--- config.mk ---
export PLATFORM = sky130hd
export DESIGN_NAME = force_click_detector_unit_flat
export DESIGN_NICKNAME = d
export VERILOG_FILES = /design/src/rtl/fcd_pkg.sv /design/src/rtl/fcd_if.sv /design/src/rtl/fcd_calib.sv /design/src/rtl/fcd_detect.sv /design/src/rtl/force_click_detector_unit.sv /design/src/flat_wrapper.sv
export SDC_FILE = /design/constraint.sdc
export NUM_CORES = 1
export LEC_CHECK = 0
export ABC_CLOCK_PERIOD_IN_PS = 10700
export BUFFER_PORTS_ARGS = -buffer_cell sky130_fd_sc_hd__buf_2
export CAP_MARGIN = 20
export CORE_ASPECT_RATIO = 2
export CORE_MARGIN = 2
export CORE_UTILIZATION = 45
export DETAILED_ROUTE_END_ITERATION = 10
export GPL_TIMING_DRIVEN = 0
export PLACE_DENSITY = 0.74
export SYNTH_ARGS = -nofsm -noshare
export SYNTH_HDL_FRONTEND = slang
export SYNTH_SLANG_ARGS = --single-unit
--- constraint.sdc ---
create_clock -name clock -period 10.7 [get_ports clock]
set_clock_uncertainty 0.05 [all_clocks]
set_input_delay 2.675 -clock clock [delete_from_list [all_inputs] [get_ports clock]]
set_output_delay 2.675 -clock clock [all_outputs]
set_load 0.005 [all_outputs]
--- src/rtl/fcd_pkg.sv ---
// Package for the force click detector: widths, reset values, register
// indexes and the payload and status types shared by every RTL file.
// No dependencies.
`timescale 1ns / 1ps
`default_nettype none

package fcd_pkg;

   localparam int SAMPLE_W = 12;
   localparam int TIME_W = 16;
   localparam int COUNT_W = 4;
   localparam int DELTA_W = 12;
   localparam int CSR_INDEX_W = 2;
   localparam int CSR_DATA_W = 16;
   localparam int SUM_W = SAMPLE_W + 2;

   localparam int CALIBRATION_SAMPLES_DEFAULT = 10;

   localparam logic [DELTA_W-1:0] PRESS_MARGIN_RESET = DELTA_W'(50);
   localparam logic HAPTIC_GATE_ENABLE_RESET = 1'b0;
   localparam logic [TIME_W-1:0] GATE_HOLD_MS_RESET = TIME_W'(200);
   localparam logic signed [SAMPLE_W-1:0] SAMPLE_MAX = SAMPLE_W'(2047);

   localparam logic [CSR_INDEX_W-1:0] CSR_PRESS_MARGIN = CSR_INDEX_W'(0);
   localparam logic [CSR_INDEX_W-1:0] CSR_HAPTIC_GATE_ENABLE = CSR_INDEX_W'(1);
   localparam logic [CSR_INDEX_W-1:0] CSR_GATE_HOLD_MS = CSR_INDEX_W'(2);

   typedef struct packed {
      logic signed [SAMPLE_W-1:0] sample;
      logic sample_ok;
      logic haptic_playing;
      logic [TIME_W-1:0] elapsed_ms;
   } req_payload_type;

   typedef struct packed {
      logic key_event;
      logic key_value;
      logic is_pressed;
      logic is_calibrated;
      logic suppressed;
   } rsp_payload_type;

   typedef struct packed {
      logic calibrated;
      logic calibrated_next;
      logic signed [SAMPLE_W-1:0] baseline;
   } calib_status_type;

   typedef struct packed {
      logic [DELTA_W-1:0] press_margin;
      logic haptic_gate_enable;
      logic [TIME_W-1:0] gate_hold_ms;
   } csr_type;

endpackage

`default_nettype wire

--- src/rtl/fcd_if.sv ---
// Valid/ready channel interfaces for the poll requests and key responses.
// Depends on fcd_pkg for the payload types.
`timescale 1ns / 1ps
`default_nettype none

interface fcd_req_if;
   logic valid;
   logic ready;
   fcd_pkg::req_payload_type payload;

   modport source (output valid, output payload, input ready);
   modport sink (input valid, input payload, output ready);
endinterface

interface fcd_rsp_if;
   logic valid;
   logic ready;
   fcd_pkg::rsp_payload_type payload;

   modport source (output valid, output payload, input ready);
   modport sink (input valid, input payload, output ready);
endinterface

`default_nettype wire

--- src/rtl/fcd_calib.sv ---
// Baseline calibration: running minimum, good sample count, baseline capture.
// Depends on fcd_pkg.
`timescale 1ns / 1ps
`default_nettype none

module fcd_calib #(
   parameter int CALIBRATION_SAMPLES = fcd_pkg::CALIBRATION_SAMPLES_DEFAULT
) (
   input wire logic clock,
   input wire logic reset,
   input wire logic step_en,
   input wire logic signed [fcd_pkg::SAMPLE_W-1:0] sample,
   input wire logic sample_ok,
   output fcd_pkg::calib_status_type status
);

   logic signed [fcd_pkg::SAMPLE_W-1:0] run_min_ff, run_min_in;
   logic signed [fcd_pkg::SAMPLE_W-1:0] baseline_ff, baseline_in;
   logic [fcd_pkg::COUNT_W-1:0] count_ff, count_in;
   logic calibrated_ff, calibrated_in;
   logic [fcd_pkg::COUNT_W:0] count_inc;
   logic signed [fcd_pkg::SAMPLE_W-1:0] new_min;

   always_comb begin
      run_min_in = run_min_ff;
      baseline_in = baseline_ff;
      count_in = count_ff;
      calibrated_in = calibrated_ff;
      count_inc = {1'b0, count_ff} + (fcd_pkg::COUNT_W+1)'(1);
      new_min = (sample < run_min_ff) ? sample : run_min_ff;
      if (!calibrated_ff) begin
         if (!sample_ok) begin
            run_min_in = fcd_pkg::SAMPLE_MAX;
            count_in = '0;
         end else if (count_inc >= (fcd_pkg::COUNT_W+1)'(CALIBRATION_SAMPLES)) begin
            baseline_in = new_min;
            calibrated_in = 1'b1;
            run_min_in = fcd_pkg::SAMPLE_MAX;
            count_in = '0;
         end else begin
            run_min_in = new_min;
            count_in = count_inc[fcd_pkg::COUNT_W-1:0];
         end
      end
   end

   always_ff @(posedge clock) begin
      if (reset) begin
         run_min_ff <= fcd_pkg::SAMPLE_MAX;
         baseline_ff <= '0;
         count_ff <= '0;
         calibrated_ff <= 1'b0;
      end else if (step_en) begin
         run_min_ff <= run_min_in;
         baseline_ff <= baseline_in;
         count_ff <= count_in;
         calibrated_ff <= calibrated_in;
      end
   end

   assign status.calibrated = calibrated_ff;
   assign status.calibrated_next = calibrated_in;
   assign status.baseline = baseline_ff;

endmodule

`default_nettype wire

--- src/rtl/fcd_detect.sv ---
// Haptic gate countdown and press detection against the captured baseline.
// Depends on fcd_pkg and the status from fcd_calib.
`timescale 1ns / 1ps
`default_nettype none

module fcd_detect (
   input wire logic clock,
   input wire logic reset,
   input wire logic step_en,
   input wire fcd_pkg::req_payload_type item,
   input wire fcd_pkg::calib_status_type status,
   input wire fcd_pkg::csr_type csr,
   output fcd_pkg::rsp_payload_type result
);

   logic [fcd_pkg::TIME_W-1:0] gate_ff, gate_in;
   logic pressed_ff, pressed_in;
   logic sup;
   logic now_pressed;
   logic signed [fcd_pkg::SUM_W-1:0] limit;
   logic signed [fcd_pkg::SUM_W-1:0] sample_ext;
   logic ev;

   always_comb begin
      limit = fcd_pkg::SUM_W'(status.baseline)
            + $signed({2'b00, csr.press_margin});
      sample_ext = fcd_pkg::SUM_W'(item.sample);
      now_pressed = sample_ext > limit;
      gate_in = gate_ff;
      pressed_in = pressed_ff;
      sup = 1'b0;
      ev = 1'b0;
      if (status.calibrated) begin
         if (csr.haptic_gate_enable) begin
            if (item.haptic_playing) begin
               gate_in = csr.gate_hold_ms;
            end else if (gate_ff > item.elapsed_ms) begin
               gate_in = gate_ff - item.elapsed_ms;
            end else begin
               gate_in = '0;
            end
            sup = (gate_in != '0);
         end
         if (!sup && item.sample_ok && (now_pressed != pressed_ff)) begin
            pressed_in = now_pressed;
            ev = 1'b1;
         end
      end
   end

   always_ff @(posedge clock) begin
      if (reset) begin
         gate_ff <= '0;
         pressed_ff <= 1'b0;
      end else if (step_en) begin
         gate_ff <= gate_in;
         pressed_ff <= pressed_in;
      end
   end

   assign result.key_event = ev;
   assign result.key_value = ev & pressed_in;
   assign result.is_pressed = status.calibrated_next & pressed_in;
   assign result.is_calibrated = status.calibrated_next;
   assign result.suppressed = sup;

endmodule

`default_nettype wire

--- src/rtl/force_click_detector_unit.sv ---
// Force click detector top level: request register, calibration and
// detection logic, response register and configuration registers.
// Depends on fcd_pkg, fcd_if, fcd_calib and fcd_detect.
//
// Usage:
//   req_chan carries one poll per transaction (sample, sample_ok,
//   haptic_playing, elapsed_ms). rsp_chan returns exactly one response
//   per poll, in order: key_event, key_value, is_pressed, is_calibrated,
//   suppressed.
//   The poll is held in a request register, processed by combinational logic
//   and stored in a response register, from which it is offered on rsp_chan.
//   Throughput is one poll per cycle while the receiver does not stall.
//   When the receiver stalls, the response register holds, the request
//   register fills, and req_chan.ready drops until rsp_chan.ready returns.
//   Synchronous reset clears both pipeline stages, restarts calibration
//   (running minimum 2047, baseline 0), clears the pressed state and gate
//   countdown, and loads press margin 50, gate enable 0 and gate hold
//   time 200 ms. Configuration writes through csr_* take effect at the
//   next clock; write only while no poll is in flight.
`timescale 1ns / 1ps
`default_nettype none

module force_click_detector_unit #(
   parameter int CALIBRATION_SAMPLES = fcd_pkg::CALIBRATION_SAMPLES_DEFAULT
) (
   input wire logic clock,
   input wire logic reset,
   fcd_req_if.sink req_chan,
   fcd_rsp_if.source rsp_chan,
   input wire logic csr_wr_en,
   input wire logic [fcd_pkg::CSR_INDEX_W-1:0] csr_index,
   input wire logic [fcd_pkg::CSR_DATA_W-1:0] csr_wdata
);

   fcd_pkg::req_payload_type req_data_ff;
   logic req_valid_ff;
   fcd_pkg::rsp_payload_type rsp_data_ff;
   logic rsp_valid_ff;
   fcd_pkg::csr_type csr_ff;
   fcd_pkg::calib_status_type status;
   fcd_pkg::rsp_payload_type result;
   logic advance;
   logic step_en;

   assign advance = !rsp_valid_ff || rsp_chan.ready;
   assign step_en = req_valid_ff && advance;
   assign req_chan.ready = !req_valid_ff || advance;

   always_ff @(posedge clock) begin
      if (reset) begin
         req_valid_ff <= 1'b0;
      end else if (req_chan.ready) begin
         req_valid_ff <= req_chan.valid;
      end
   end

   always_ff @(posedge clock) begin
      if (req_chan.ready && req_chan.valid) begin
         req_data_ff <= req_chan.payload;
      end
   end

   always_ff @(posedge clock) begin
      if (reset) begin
         rsp_valid_ff <= 1'b0;
      end else if (advance) begin
         rsp_valid_ff <= req_valid_ff;
      end
   end

   always_ff @(posedge clock) begin
      if (step_en) begin
         rsp_data_ff <= result;
      end
   end

   always_ff @(posedge clock) begin
      if (reset) begin
         csr_ff.press_margin <= fcd_pkg::PRESS_MARGIN_RESET;
         csr_ff.haptic_gate_enable <= fcd_pkg::HAPTIC_GATE_ENABLE_RESET;
         csr_ff.gate_hold_ms <= fcd_pkg::GATE_HOLD_MS_RESET;
      end else if (csr_wr_en) begin
         case (csr_index)
            fcd_pkg::CSR_PRESS_MARGIN: begin
               csr_ff.press_margin <= csr_wdata[fcd_pkg::DELTA_W-1:0];
            end
            fcd_pkg::CSR_HAPTIC_GATE_ENABLE: begin
               csr_ff.haptic_gate_enable <= csr_wdata[0];
            end
            fcd_pkg::CSR_GATE_HOLD_MS: begin
               csr_ff.gate_hold_ms <= csr_wdata[fcd_pkg::TIME_W-1:0];
            end
            default: begin
            end
         endcase
      end
   end

   fcd_calib #(
      .CALIBRATION_SAMPLES(CALIBRATION_SAMPLES)
   ) u_calib (
      .clock(clock),
      .reset(reset),
      .step_en(step_en),
      .sample(req_data_ff.sample),
      .sample_ok(req_data_ff.sample_ok),
      .status(status)
   );

   fcd_detect u_detect (
      .clock(clock),
      .reset(reset),
      .step_en(step_en),
      .item(req_data_ff),
      .status(status),
      .csr(csr_ff),
      .result(result)
   );

   assign rsp_chan.valid = rsp_valid_ff;
   assign rsp_chan.payload = rsp_data_ff;

endmodule

`default_nettype wire

--- src/flat_wrapper.sv ---
// flat-port wrapper written by rule: the top's interface ports become plain ports
module force_click_detector_unit_flat 
#(
   parameter int CALIBRATION_SAMPLES = fcd_pkg::CALIBRATION_SAMPLES_DEFAULT
)
  (clock, reset, csr_wr_en, csr_index, csr_wdata, req_chan_valid, req_chan_payload, req_chan_ready, rsp_chan_valid, rsp_chan_payload, rsp_chan_ready);
  fcd_req_if req_chan_i ();
  fcd_rsp_if rsp_chan_i ();
  input wire logic clock;
  input wire logic reset;
  input wire logic csr_wr_en;
  input wire logic [fcd_pkg::CSR_INDEX_W-1:0] csr_index;
  input wire logic [fcd_pkg::CSR_DATA_W-1:0] csr_wdata;
  input wire logic [$bits(req_chan_i.valid)-1:0] req_chan_valid;
  input wire logic [$bits(req_chan_i.payload)-1:0] req_chan_payload;
  output wire logic [$bits(req_chan_i.ready)-1:0] req_chan_ready;
  output wire logic [$bits(rsp_chan_i.valid)-1:0] rsp_chan_valid;
  output wire logic [$bits(rsp_chan_i.payload)-1:0] rsp_chan_payload;
  input wire logic [$bits(rsp_chan_i.ready)-1:0] rsp_chan_ready;
  assign req_chan_i.valid = req_chan_valid;
  assign req_chan_i.payload = req_chan_payload;
  assign req_chan_ready = req_chan_i.ready;
  assign rsp_chan_valid = rsp_chan_i.valid;
  assign rsp_chan_payload = rsp_chan_i.payload;
  assign rsp_chan_i.ready = rsp_chan_ready;
  force_click_detector_unit #(.CALIBRATION_SAMPLES(CALIBRATION_SAMPLES)) u_core (.clock(clock), .reset(reset), .req_chan(req_chan_i), .rsp_chan(rsp_chan_i), .csr_wr_en(csr_wr_en), .csr_index(csr_index), .csr_wdata(csr_wdata));
endmodule
# == Yosys cells after proc, flatten, opt, wreduce, memory -nomap -nowiden ==
# Index checks and enable logic that the tools add are counted.
# op_classes
add_sub_neg,3
mul,0
n_div,0
order_cmp,4
eq_ne,3
shift,0
n_mux,18
bitwise_logic,3
n_reduce_logical,17
# ops
operator,count
$mux 16,4
$mux 12,3
$gt 16x16->1,1
$reduce_bool 16->1,1
$sub 16x16->16,1
$add 12x13->14,1
$gt 12x14->1,1
$lt 12x12->1,1
$mux 1,9
$mux 4,2
$reduce_and 2->1,4
$add 4x1->5 const B,1
$ge 5x4->1 const B,1
$logic_and 1x1->1,4
$reduce_and 4->1,1
$logic_not 1->1,3
$reduce_and 3->1,1
$and 1x1->1,2
$eq 2x1->1 const B,1
$eq 2x2->1 const B,1
$logic_not 2->1,1
$logic_or 1x1->1,2
$ne 1x1->1,1
$not 1->1,1
# word_totals
ff_bits,112
latch_bits,0
mem_bits_rw,0
romBits,0
input_bits,53
output_inout_bits,7
elab_cells,68
n_memories,0

# == Depth between registers and ports, before layout ==
# logic_depth
word_depth,14
ltp_mapped,19
mapped_depth_nobuf,19

# == Hierarchy ==
# A second synthesis with hierarchy kept.
# hier_totals
hier_cells,693
hier_area_um2,6577.6
# by_module_without_submodules
mod,n_inst,cells_per_inst,area_each_um2,seq_area_each_um2
fcd_detect,1,359,2667.6,340.3
force_click_detector_unit,1,166,2384.8,1671.6
fcd_calib,1,168,1525.2,580.6

# == Worst setup path after synthesis ==
# Ideal clock, no wire load.
# synth_timing
path_type,input port to output port
from,in rsp_chan_ready
to,out req_chan_ready
t_arrival_ns,2.941
required_time_ns,7.975
setup_slack_ns,5.034
cell_stages,2
n_path_buf,0
path_cell_list,nor2b_1 > nand2_1
# synth_between
elab_chain_len,2
# synth_rtl
element,line,rtl
"start, declared",flat_wrapper.sv:19,input wire logic [$bits(rsp_chan_i.ready)-1:0] rsp_chan_ready;
$logic_or 1x1->1,force_click_detector_unit.sv:45,assign advance = !rsp_valid_ff || rsp_chan.ready;
$logic_or 1x1->1,force_click_detector_unit.sv:47,assign req_chan.ready = !req_valid_ff || advance;
"end, declared",flat_wrapper.sv:16,output wire logic [$bits(req_chan_i.ready)-1:0] req_chan_ready;
# No other way between the ends.

# == Worst setup path in the final report ==
# Same ends and word-level chain as after synthesis.

==> flow_results.org <==
** Detailed routing
- Initial DRC Count :: 283
- Total detailed-routing wirelength :: 15400 um
- Once detail routing completed, the nets flagged for antenna violations numbered 0.
- Using the TritonRoute via totals, the vias-per-cell ratio works out to roughly 5.6.
- In the routed design, unresolved DRC markers number 0.
- Routed WL per cell :: between 15 and 20 um
- The first detailed-routing pass took 5 iterations.
- Vias post-DR :: roughly 5600

** STA
- Setup violations remaining at the end of the flow were counted as 0.
- The total count of max-transition violations in the final report came to 0.
- Timing would allow up to about 170 MHz.
- Setup repair after global routing left no endpoint under its margin.
- Fin Hold WS :: approximately 0.42 ns
- Max-slew headroom :: between 40% and 50%
- Post-route fraction of the period consumed by the critical path :: between 50% and 60%
- In the final timing run, aggregate negative setup slack is 0 ns.
- For the pin with the worst max-slew slack, the measured transition is slightly below 0.8 ns.
- Total count of hold-check failures in the final report :: 0
- Final period demand of the worst path :: 5.93 ns

** Power
- Across the VDD grid, the largest voltage drop is about 0.091 mV.
- Clock group share of total power :: ~38%
- Internal power comes to 0.000664 W.
- Sequential fraction of design power :: between 50% and 60%
- Summed over all nets, the switching power comes to roughly 0.00023 W.
- Switching fraction of total power :: between 20% and 30%
- Leakage Power :: between 2 and 3 nW
- Combinational logic burns 10.6% of the power.
- Power per standard cell area :: around 120 nW/um^2

** Setup path
- In this run the worst path has a maximum fanout of 4.
- Req. time, crit path :: 7.98 ns
- Critical Setup Path Class :: in -> out
- STA classifies the critical path startpoint as an input port.
- Critical path endpoint category :: output pin
- For the worst setup path, the data arrival time is 3.21 ns.
- The number of cells on the worst reg-to-reg path is 19.

** Synthesis
- The share of synthesized area in the top cell type comes to a little under a quarter.
- The synthesized design contains ~110 register bits.
- Share of async-settable or async-resettable flops after synthesis :: 0%
- Area contributors post-synth :: dfxtp_1 24%, edfxtp_1 16%, ha_1 11%
- The most used flip-flop cell after synthesis is dfxtp_1.
- Post-synthesis average cell area :: 8.87 sq um
- Of the synthesized area, sequential elements account for between 40% and 50%.
- Mapped Cells :: approximately 730
- Netlist area before placement :: between 6000 and 7000 sq um
- Number of nets in the synthesized netlist :: around 840
- Count of warnings emitted by yosys :: 0
- Count of cell types in the netlist :: between 70 and 80
- Number of enable-type register cells in the synthesized netlist :: 35
- Summed over all instances, the cell type with the most area after synthesis is dfxtp_1.

** Finish
- Number of filler cells placed in the layout :: 1356
- Once layout is done, the placed cells without fillers occupy 7290 sq um.
- Proportion of layout cells with a drive suffix above 1 :: between 10% and 20%
- Most common cell after layout, fill and taps aside :: nand2_1
- Final Non-Filler Cells :: a little under 1000
- Footprint of the multi-input gates :: about 3600 sq um
- The number of antenna diodes in the final layout is 0.
- Top library cells by usage in the layout, fill and taps aside :: 86 x nand2_1, 77 x dfxtp_1, 71 x nor2_1
- In the final layout, flip-flops and latches occupy 2590 sq um.
- Measured on the finished design, the core utilization comes to 51.3%.
- The area growth from synthesis to layout is 12.9%.
- Final #Nets :: 908

** Clocking
- Num CTS Buffers :: 9
- Number of sinks handled by clock tree synthesis :: roughly 110
- Root buffer cell :: clkbuf_16
- Level count of the clock H-tree :: 3
- Clock tree buffer depth :: 2
- After clock tree synthesis, the clock-pin slew on the worst setup and hold paths is approximately 0.07 ns.
- Count of buffers added by post-CTS timing repair for setup :: 0
- At the later pin of the worst-skew pair, clock insertion delay measures roughly 0.36 ns.
- Post-CTS resize count :: 0
- Hold repair after CTS inserted 0 buffers.
- Clock tree from TritonCTS :: done

** Global routing
- The number of antenna violations at the first check in global routing came to 0.
- Overall routing resource usage :: approximately 20%
- Vias in the first global route :: 5274
- The total overflow left after global routing is 0.
- The first global-routing pass estimated approximately 25000 um of wire.
- Maximum number of pins on one net before global-route repair :: 31

** Place
- Including well taps, the total number of placed cells is between 900 and 1000.
- After detailed placement, the total cell area comes to around 7000 sq um.
- Once detailed placement completed, the half-perimeter wirelength came to around 12000 um.
- Placer's final routability congestion estimate :: a little under 0.9
- Input and output buffers added on the ports amount to 58.

** Floorplanning
- 60 I/O pins were placed.
- FP Rows :: a little over 60
- Initial Utilization :: a little under half
- The total area inside the core boundary comes to between 10000 and 15000 sq um.
- In this run the vertical extent of the chip is between 150 and 200 um.
- The die covers approximately 15000 sq um.
- The die is between 80 and 90 um wide.

** Min path
- Instance count along the most critical hold path :: 2
- In this run the worst hold path is classified as reg -> reg.

** Job
- Reported max-cap violation count :: 0

** Outcome
- The run finished with clean final reports.
## state kept, by name, summed over array words and instances (netlist names)
register / count
u_core.csr_ff: 29
u_core.u_calib.baseline_ff: 12
u_core.req_valid_ff: 1
u_core.rsp_chan.payload: 5
u_core.u_calib.calibrated_ff: 1
u_core.u_detect.gate_ff: 16
u_core.u_calib.count_ff: 4
u_core.u_detect.pressed_ff: 1
u_core.req_data_ff: 30
u_core.u_calib.run_min_ff: 12
u_core.rsp_chan.valid: 1
## area by class of cell
cell class	count	area share (%)
Clock inverter	6	0.670
Clock buffer	10	3.43
Tap cell	192	3.30
Timing Repair Buffer	58	3.98
Buffer	38	2.06
Inverter	43	2.21
Multi-Input combinational cell	535	48.8
Sequential cell	112	35.6
## kinds of logic after synthesis
logic type               synth area share [%]
AO/OA/AOI/OAI                            21.3
XOR/XNOR                                 2.44
adder cells (fa/ha/maj)                  11.5
buffers and inverters                    4.83
flip-flops                               40.2
multiplexers                            0.640
AND/OR/NAND/NOR                          19.1
## power groups by stage
| stage | clock network, W | registers, W | logic, W |
|---|---|---|---|
| floorplan | 0 | 0.000467 | 0.0000642 |
| global placement | 0 | 0.000470 | 0.0000920 |
| detailed placement | 0 | 0.000470 | 0.0000945 |
| CTS | 0.000347 | 0.000460 | 0.0000954 |
| global route | 0.000364 | 0.000462 | 0.000107 |
| finish | 0.000341 | 0.000460 | 0.0000954 |
## through the flow
| stage | setup slack (ns) | total power (W) |
|---|---|---|
| floorplan | 5.03 | 0.000531 |
| global placement | 4.80 | 0.000562 |
| detailed placement | 4.77 | 0.000565 |
| CTS | 4.76 | 0.000903 |
| global route | 4.72 | 0.000933 |
| finish | 4.77 | 0.000896 |
## final timing paths
check	start	endpoint	slack, ns
max reg2reg	u_core.csr_ff[17]	u_core.rsp_chan.payload[2]	5.83
max	rsp_chan_ready	req_chan_ready	4.77
min reg2reg	u_core.csr_ff[24]	u_core.csr_ff[24]	0.42
min	u_core.csr_ff[24]	u_core.csr_ff[24]	0.42
## routing by layer
metal	GRT usage, %	vias up	share of wire [%]
met2	33.2	151	48
met1	27.8	2622	45
met4	4.67	0	1.4
met5	0	-	0
li1	-	2782	-
met3	4.05	19	4.9
## synth_stat cells, types with 4 or more instances
master / count
nand2b_1: 14
xor2_1: 12
o31a_1: 5
nor3b_1: 4
o211ai_1: 5
inv_1: 42
a22oi_1: 6
clkbuf_1: 36
a21boi_0: 4
o22ai_1: 13
o21a_1: 15
nand2_1: 86
nor2_1: 71
dfxtp_1: 77
edfxtp_1: 35
nand3b_1: 8
nor4_1: 6
nor3_1: 11
o2111ai_1: 4
nand4_1: 8
o21ai_0: 15
nor2b_1: 9
or3_1: 5
a21oi_1: 62
a211oi_1: 28
xnor2_1: 6
a21o_1: 6
nand3_1: 10
ha_1: 56
## worst max-delay path, cell delays in order
cell	delay [ns]
buf_2	0.10
nor2b_1	0.20
nand2_1	0.10
buf_2	0.13
Power figures use the tool's default switching activity.
